### src/hdl/ras_pkg.sv
`timescale 1ns / 1ps
// ----------------------------------------------------------------------------
// ras_pkg
// Shared types, widths and helpers for the return address stack.
// ----------------------------------------------------------------------------
package ras_pkg;

    localparam int MAX_DEPTH = 16;
    localparam int ADDR_W    = 64;
    localparam int CNT_W     = 32;
    localparam int OCC_W     = 5;
    localparam int CFG_W     = 5;
    localparam int KIND_W    = 2;
    localparam int TOP_W     = $clog2(MAX_DEPTH + 1);
    localparam int ENT_W     = (MAX_DEPTH > 1) ? $clog2(MAX_DEPTH) : 1;
    localparam int DEPTH_RESET = (16 > MAX_DEPTH) ? MAX_DEPTH : 16;

    typedef enum logic [KIND_W-1:0] {
        KIND_PUSH  = 2'd0,
        KIND_POP   = 2'd1,
        KIND_PEEK  = 2'd2,
        KIND_CLEAR = 2'd3
    } kind_t;

    typedef enum logic {
        ST_EMPTY,
        ST_HOLD
    } state_t;

    typedef struct packed {
        logic take;
        logic push;
        logic push_shift;
        logic pop;
        logic underflow;
        logic peek;
        logic clear;
    } cmd_t;

    typedef struct packed {
        logic empty;
        logic full;
    } status_t;

    function automatic logic [CNT_W-1:0] sat_inc(input logic [CNT_W-1:0] c);
        return (&c) ? c : c + CNT_W'(1);
    endfunction

    function automatic logic [TOP_W-1:0] limit_depth(input logic [CFG_W-1:0] v);
        logic [TOP_W-1:0] res;
        if (v == '0)
        begin
            res = TOP_W'(1);
        end
        else if (int'(v) > MAX_DEPTH)
        begin
            res = TOP_W'(MAX_DEPTH);
        end
        else
        begin
            res = TOP_W'(v);
        end
        return res;
    endfunction

endpackage

### src/hdl/ras_ctrl.sv
`timescale 1ns / 1ps
// ----------------------------------------------------------------------------
// ras_ctrl
// Handshake controller: owns the output holding state and decodes each
// accepted item into datapath commands.
// ----------------------------------------------------------------------------
module ras_ctrl
    import ras_pkg::*;
(
    input  logic               clk,
    input  logic               rst_n,
    input  logic               in_valid,
    output logic               in_ready,
    input  logic [KIND_W-1:0]  kind,
    output logic               out_valid,
    input  logic               out_ready,
    input  status_t            status,
    output cmd_t               cmd
);

    state_t state_reg;
    state_t state_next;
    logic   accept;

    always_ff @(posedge clk or negedge rst_n)
    begin
        if (!rst_n)
        begin
            state_reg <= ST_EMPTY;
        end
        else
        begin
            state_reg <= state_next;
        end
    end

    always_comb
    begin
        state_next = state_reg;
        unique case (state_reg)
            ST_EMPTY:
            begin
                if (in_valid)
                begin
                    state_next = ST_HOLD;
                end
            end
            ST_HOLD:
            begin
                if (out_ready && !in_valid)
                begin
                    state_next = ST_EMPTY;
                end
            end
            default:
            begin
                state_next = ST_EMPTY;
            end
        endcase
    end

    always_comb
    begin
        in_ready  = 1'b0;
        out_valid = 1'b0;
        unique case (state_reg)
            ST_EMPTY:
            begin
                in_ready = 1'b1;
            end
            ST_HOLD:
            begin
                in_ready  = out_ready;
                out_valid = 1'b1;
            end
            default:
            begin
                in_ready = 1'b0;
            end
        endcase
    end

    assign accept = in_valid && in_ready;

    always_comb
    begin
        cmd = '0;
        if (accept)
        begin
            cmd.take = 1'b1;
            unique case (kind_t'(kind))
                KIND_PUSH:
                begin
                    cmd.push       = 1'b1;
                    cmd.push_shift = status.full;
                end
                KIND_POP:
                begin
                    cmd.pop       = !status.empty;
                    cmd.underflow = status.empty;
                end
                KIND_PEEK:
                begin
                    cmd.peek = !status.empty;
                end
                KIND_CLEAR:
                begin
                    cmd.clear = 1'b1;
                end
                default:
                begin
                    cmd.clear = 1'b0;
                end
            endcase
        end
    end

endmodule

### src/hdl/ras_dp.sv
`timescale 1ns / 1ps
// ----------------------------------------------------------------------------
// ras_dp
// Datapath: entry registers with parallel shift, top pointer, depth
// register, saturating counters and the result registers.
// ----------------------------------------------------------------------------
module ras_dp
    import ras_pkg::*;
(
    input  logic               clk,
    input  logic               rst_n,
    input  cmd_t               cmd,
    output status_t            status,
    input  logic [ADDR_W-1:0]  push_addr,
    input  logic               cfg_wr_en,
    input  logic [CFG_W-1:0]   cfg_wr_data,
    output logic               addr_valid,
    output logic [ADDR_W-1:0]  top_addr,
    output logic [OCC_W-1:0]   occupancy,
    output logic [CNT_W-1:0]   push_count,
    output logic [CNT_W-1:0]   pop_count,
    output logic [CNT_W-1:0]   overflow_count,
    output logic [CNT_W-1:0]   underflow_count
);

    logic [ADDR_W-1:0] entries_reg [MAX_DEPTH];
    logic [TOP_W-1:0]  top_reg;
    logic [TOP_W-1:0]  top_next;
    logic [TOP_W-1:0]  depth_reg;
    logic [CNT_W-1:0]  push_cnt_reg;
    logic [CNT_W-1:0]  pop_cnt_reg;
    logic [CNT_W-1:0]  ovf_cnt_reg;
    logic [CNT_W-1:0]  unf_cnt_reg;
    logic              addr_valid_reg;
    logic [ADDR_W-1:0] top_addr_reg;
    logic [ENT_W-1:0]  rd_idx;
    logic [ENT_W-1:0]  wr_idx;
    logic              clear_all;

    assign status.empty = (top_reg == '0);
    assign status.full  = (top_reg == depth_reg);
    assign rd_idx       = ENT_W'(top_reg - TOP_W'(1));
    assign wr_idx       = ENT_W'(top_reg);
    assign clear_all    = cmd.clear || cfg_wr_en;

    always_comb
    begin
        top_next = top_reg;
        if (clear_all)
        begin
            top_next = '0;
        end
        else if (cmd.push && !cmd.push_shift)
        begin
            top_next = top_reg + TOP_W'(1);
        end
        else if (cmd.pop)
        begin
            top_next = top_reg - TOP_W'(1);
        end
    end

    always_ff @(posedge clk or negedge rst_n)
    begin
        if (!rst_n)
        begin
            top_reg      <= '0;
            depth_reg    <= TOP_W'(DEPTH_RESET);
            push_cnt_reg <= '0;
            pop_cnt_reg  <= '0;
            ovf_cnt_reg  <= '0;
            unf_cnt_reg  <= '0;
        end
        else
        begin
            top_reg <= top_next;
            if (cfg_wr_en)
            begin
                depth_reg <= limit_depth(cfg_wr_data);
            end
            if (clear_all)
            begin
                push_cnt_reg <= '0;
                pop_cnt_reg  <= '0;
                ovf_cnt_reg  <= '0;
                unf_cnt_reg  <= '0;
            end
            else
            begin
                if (cmd.push)
                begin
                    push_cnt_reg <= sat_inc(push_cnt_reg);
                end
                if (cmd.push_shift)
                begin
                    ovf_cnt_reg <= sat_inc(ovf_cnt_reg);
                end
                if (cmd.pop)
                begin
                    pop_cnt_reg <= sat_inc(pop_cnt_reg);
                end
                if (cmd.underflow)
                begin
                    unf_cnt_reg <= sat_inc(unf_cnt_reg);
                end
            end
        end
    end

    // entries above the top are never read, so no reset or clear is needed
    always_ff @(posedge clk)
    begin
        if (cmd.push && cmd.push_shift)
        begin
            for (int i = 0; i < MAX_DEPTH; i++)
            begin
                if (i + 1 < int'(depth_reg))
                begin
                    entries_reg[i] <= entries_reg[(i + 1) % MAX_DEPTH];
                end
                else if (i + 1 == int'(depth_reg))
                begin
                    entries_reg[i] <= push_addr;
                end
            end
        end
        else if (cmd.push)
        begin
            entries_reg[wr_idx] <= push_addr;
        end
    end

    always_ff @(posedge clk or negedge rst_n)
    begin
        if (!rst_n)
        begin
            addr_valid_reg <= 1'b0;
        end
        else if (cmd.take)
        begin
            addr_valid_reg <= cmd.pop || cmd.peek;
        end
    end

    always_ff @(posedge clk)
    begin
        if (cmd.pop || cmd.peek)
        begin
            top_addr_reg <= entries_reg[rd_idx];
        end
        else if (cmd.take)
        begin
            top_addr_reg <= '0;
        end
    end

    assign addr_valid      = addr_valid_reg;
    assign top_addr        = top_addr_reg;
    assign occupancy       = OCC_W'(top_reg);
    assign push_count      = push_cnt_reg;
    assign pop_count       = pop_cnt_reg;
    assign overflow_count  = ovf_cnt_reg;
    assign underflow_count = unf_cnt_reg;

endmodule

### src/hdl/return_address_stack.sv
`timescale 1ns / 1ps
// ----------------------------------------------------------------------------
// return_address_stack
// Branch predictor return address stack with push, pop, peek and clear,
// oldest-entry drop on overflow and saturating event counters.
//
//   channel  | handshake              | payload
//   ---------+------------------------+------------------------------------
//   in       | in_valid / in_ready    | kind, push_addr
//   out      | out_valid / out_ready  | addr_valid, top_addr, occupancy,
//            |                        | push/pop/overflow/underflow_count
//   cfg      | cfg_wr_en              | cfg_wr_data (depth in use)
//
// One item per cycle unless a result waits for out_ready; each result appears the cycle after acceptance.
// The overflow shift moves every entry below the depth in use in parallel.
// A new item is taken while the result is being taken in the same cycle.
// Reset empties the stack, clears counters and sets depth to 16.
// A depth write clears the stack and counters like a clear item.
// ----------------------------------------------------------------------------
module return_address_stack
    import ras_pkg::*;
(
    input  logic               clk,
    input  logic               rst_n,
    input  logic               in_valid,
    output logic               in_ready,
    input  logic [KIND_W-1:0]  kind,
    input  logic [ADDR_W-1:0]  push_addr,
    output logic               out_valid,
    input  logic               out_ready,
    output logic               addr_valid,
    output logic [ADDR_W-1:0]  top_addr,
    output logic [OCC_W-1:0]   occupancy,
    output logic [CNT_W-1:0]   push_count,
    output logic [CNT_W-1:0]   pop_count,
    output logic [CNT_W-1:0]   overflow_count,
    output logic [CNT_W-1:0]   underflow_count,
    input  logic               cfg_wr_en,
    input  logic [CFG_W-1:0]   cfg_wr_data
);

    cmd_t    cmd;
    status_t status;

    ras_ctrl u_ctrl (
        .clk       (clk),
        .rst_n     (rst_n),
        .in_valid  (in_valid),
        .in_ready  (in_ready),
        .kind      (kind),
        .out_valid (out_valid),
        .out_ready (out_ready),
        .status    (status),
        .cmd       (cmd)
    );

    ras_dp u_dp (
        .clk             (clk),
        .rst_n           (rst_n),
        .cmd             (cmd),
        .status          (status),
        .push_addr       (push_addr),
        .cfg_wr_en       (cfg_wr_en),
        .cfg_wr_data     (cfg_wr_data),
        .addr_valid      (addr_valid),
        .top_addr        (top_addr),
        .occupancy       (occupancy),
        .push_count      (push_count),
        .pop_count       (pop_count),
        .overflow_count  (overflow_count),
        .underflow_count (underflow_count)
    );

endmodule

### config.mk
export PLATFORM = sky130hd
export DESIGN_NAME = return_address_stack
export DESIGN_NICKNAME = d
export VERILOG_FILES = /design/src/hdl/ras_pkg.sv /design/src/hdl/ras_ctrl.sv /design/src/hdl/ras_dp.sv /design/src/hdl/return_address_stack.sv
export SDC_FILE = /design/constraint.sdc
export NUM_CORES = 2
export LEC_CHECK = 0
export BUFFER_PORTS_ARGS = -buffer_cell sky130_fd_sc_hd__clkbuf_2
export CORE_MARGIN = 2
export CORE_UTILIZATION = 45
export CTS_CLUSTER_DIAMETER = 60
export DETAILED_ROUTE_END_ITERATION = 6
export PLACE_DENSITY = 0.59
export SETUP_SLACK_MARGIN = 0.3
export SKIP_LAST_GASP = 1
export SLEW_MARGIN = 15
export SYNTH_ARGS = -nofsm -noshare
export SYNTH_HDL_FRONTEND = slang
export SYNTH_SLANG_ARGS = --single-unit
### constraint.sdc
create_clock -name clk -period 11.4 [get_ports clk]
set_clock_uncertainty 0.15 [all_clocks]
set_input_delay 0.57 -clock clk [delete_from_list [all_inputs] [get_ports clk]]
set_output_delay 0.57 -clock clk [all_outputs]
set_load 0.02 [all_outputs]
==> flow_metrics.tcl <==
set metrics [dict create \
    status "completed" \
    post_synth_edffs 1088 \
    clock_sinks 1228 \
    port_buffers 275 \
    cts.path.max_buffers 3 \
    layout-drive-gt1-share_pct 45.1 \
    worst_ir_drop_vdd_mv 0.111 \
    cp_data_arrival_time_ns 5.86 \
    initial_core_util_pct 45.2 \
    synth_sequential_area_ratio_pct 59.1 \
    p_switching_uw 2720 \
    cap_viol_max_count 0 \
    path_class "register to register" \
    yosysWarnings 0 \
    drt-wirelength-per-cell_um 30.0 \
    seq_area_mm2 0.0362 \
    min_path_type "primary input to register" \
    share_comb_of_total_power_pct 11.6 \
    clock_latency_ns 0.78 \
    detailed_router_iteration_count_before_antenna_repair 5 \
    post-route-drc-count 0 \
    rsz0062_at_grt "false" \
    power.switching_fraction_pct 25.5 \
    cp-end-kind "register" \
    layout.cells.most_common_list "1088 x edfxtp_1, 995 x mux2_2, 274 x clkbuf_2" \
    min_period_over_period_pct 49.3 \
    post_cts_resize_count 0 \
    chipWidth_um 373 \
    hold_viol_final 0 \
    track_usage_pct 25.1 \
    overflow 0 \
    slew_headroom_pct 20.6 \
    timing.critical_path.cells "xor2_1 > nor3_4 > and3_1 > nand3_1 > o22ai_4 > buf_4 > o21bai_4 > buf_4" \
    critical_path.max_fanout 49 \
    tns_ns 0 \
    timing_worst_slew_pin_value_ns 1.19 \
    filler_cell_count 11300 \
    internal-power_uw 7960 \
    layout.cells.most_common "edfxtp_1" \
    power.share.clock_pct 41.9 \
    grt_max_degree 101 \
    synth_fp_nets 3861 \
    cts_tree "yes" \
    crit_buf_inv 2 \
    multi_input_comb_area_mm2 0.0238 \
    yosys_most_used_dff "edfxtp_1" \
    viasPerCell 6.16 \
    clk_pin_slew_worst_paths_ns 0.06 \
    clock_tree.htree_level_count 4 \
    first_global_vias 36500 \
    worstPathRequired_ns 11.64 \
    gp_routability_congestion 0.800 \
    top_level_ports 276 \
    core.rowCount 135 \
    detail_route.iter0.violations 3481 \
    number_of_antenna_violations_at_the_first_check_in_global_routing 9 \
    fp.coreArea_mm2 0.135 \
    routed-via-count 36200 \
    cts-buffers-inserted 145 \
    wl_um 176000 \
    timing.final.crit_period_ns 5.62 \
    grt_pass1_wl_um 258000 \
    critical_path.startpoint_type "register" \
    worst_path_dominant_cell_family "buffers and inverters" \
    synth-async-reset-ratio_pct 11.4 \
    final_max_slew_viol_count 0 \
    drtAntennaViolNets 0 \
    timing.fmax_ghz 0.178 \
    critical-path-slowest-cell "buf_4" \
    critical_path.most_common_cell "buf_4" \
    power_density_mw_per_mm2 155 \
    longest_individual_stage_delay_on_the_worst_path_ns 0.94 \
    largest_reg_flops 1024 \
    mappedNetlistArea_mm2 0.0612 \
    post_synth.cell_area_avg_um2 16.2 \
    report.final.setup_viol 0 \
    die-height_um 373 \
    synth.ff_latch_count 1228 \
    p_leak_uw 0.0223 \
    post-dp-hpwl_um 96400 \
    clock_tree.root_cell "clkbuf_16" \
    syn_inst 3777 \
    hold_ws_ns 0.0566 \
    power_frac_seq_pct 46.5 \
    syn2layout_area_growth_pct 12.5 \
    post_synth_num_cell_types 57 \
    design.final.nets 4055 \
    floorplan.die_area_mm2 0.139 \
]
-- per-layer routing --
layer | share of wire (%) | GRT usage, % | wire, um
met1 | 45 | 36.1 | 78800
met2 | 48 | 39.9 | 83700
met3 | 6.0 | 4.19 | 10600
met4 | 1.7 | 5.70 | 3040
met5 | 0.021 | 0 | 37
-- stage by stage --
stage	instance area [um2]	setup WS [ns]	total power (uW)	instances	utilization, %
after floorplan	61200	4.36	5880	3777	-
after global placement	64200	5.77	6300	5594	47.5
after detailed placement	64200	5.75	6300	5595	47.5
after CTS	68800	5.72	10800	5867	50.9
after global routing	68900	5.47	11000	5870	50.9
final	68900	5.78	10700	5873	50.9
-- power groups by stage --
stage	clock (uW)	combinational [uW]	sequential (uW)
floorplan	0	819	5070
global placement	0	1240	5060
detailed placement	0	1240	5060
CTS	4570	1250	4970
global route	4730	1320	4970
finish	4480	1240	4970
-- what timing repair did --
item | 4_1_cts | 5_1_grt
endpoints found under the setup margin | 0 | 0
buffers inserted | 0 | 0
hold buffers | 9 | 0
hold endpoints to repair | 70 | 0
-- path summary, 6_finish.rpt --
check                                        startpoint                       to  slack, ns  cells past startpoint
worst max-delay path                  u_dp.occupancy[0]  u_dp.entries_reg[0][47]       5.78                      8
worst min-delay path                          cfg_wr_en        u_dp.depth_reg[0]       0.06                      2
worst max register to register        u_dp.occupancy[0]  u_dp.entries_reg[0][47]       5.78                      8
worst min register to register  u_dp.entries_reg[15][3]  u_dp.entries_reg[14][3]       0.41                      1
max in group asynchronous                         rst_n        u_dp.occupancy[0]       9.33                      3
min in group asynchronous                         rst_n      u_dp.push_count[12]       0.21                      2
-- synth_stat cells, drive strengths merged, types with 3 or more instances --
cell    count  area share, %
a211oi    129            1.6
a21o        3          0.037
a21oi      32           0.26
a31oi       3          0.041
and2        6          0.061
and3       18           0.18
and4       14           0.20
buf       231            2.0
clkbuf     78           0.48
dfrtp     139            5.7
edfxtp   1088             53
ha          8           0.16
inv        18           0.11
mux2     1026             19
mux2i      66            1.1
mux4      256            9.4
nand2      63           0.39
nand2b     10           0.10
nand3      57           0.47
nand4      47           0.48
nor2      118           0.72
nor2b      67           0.68
nor3       43           0.38
nor3b       5          0.061
nor4       24           0.25
nor4b       6          0.096
o21ai      35           0.29
o21bai      5          0.061
o22ai      15           0.22
o31ai       6          0.074
or2         7          0.072
or3        27           0.28
or4         7          0.086
xnor2      63           0.90
xor2       45           0.64
-- cell families after synthesis --
| logic type | synth area share, % |
|---|---|
| AO/OA/AOI/OAI | 2.64 |
| XOR/XNOR | 1.55 |
| adder cells (fa/ha/maj) | 0.164 |
| buffers and inverters | 2.60 |
| flip-flops | 59.1 |
| multiplexers | 29.4 |
| AND/OR/NAND/NOR | 4.57 |
-- cell type report --
cell class,count,share of cell area [%]
Clock buffer,184,5.66
Multi-Input combinational cell,2221,34.6
Inverter,19,0.104
Sequential cell,1228,52.5
Clock inverter,79,0.883
Antenna cell,5,0.0182
Timing Repair Buffer,356,3.01
Tap cell,1781,3.24
Note: power is estimated with default switching activity, not from simulation.
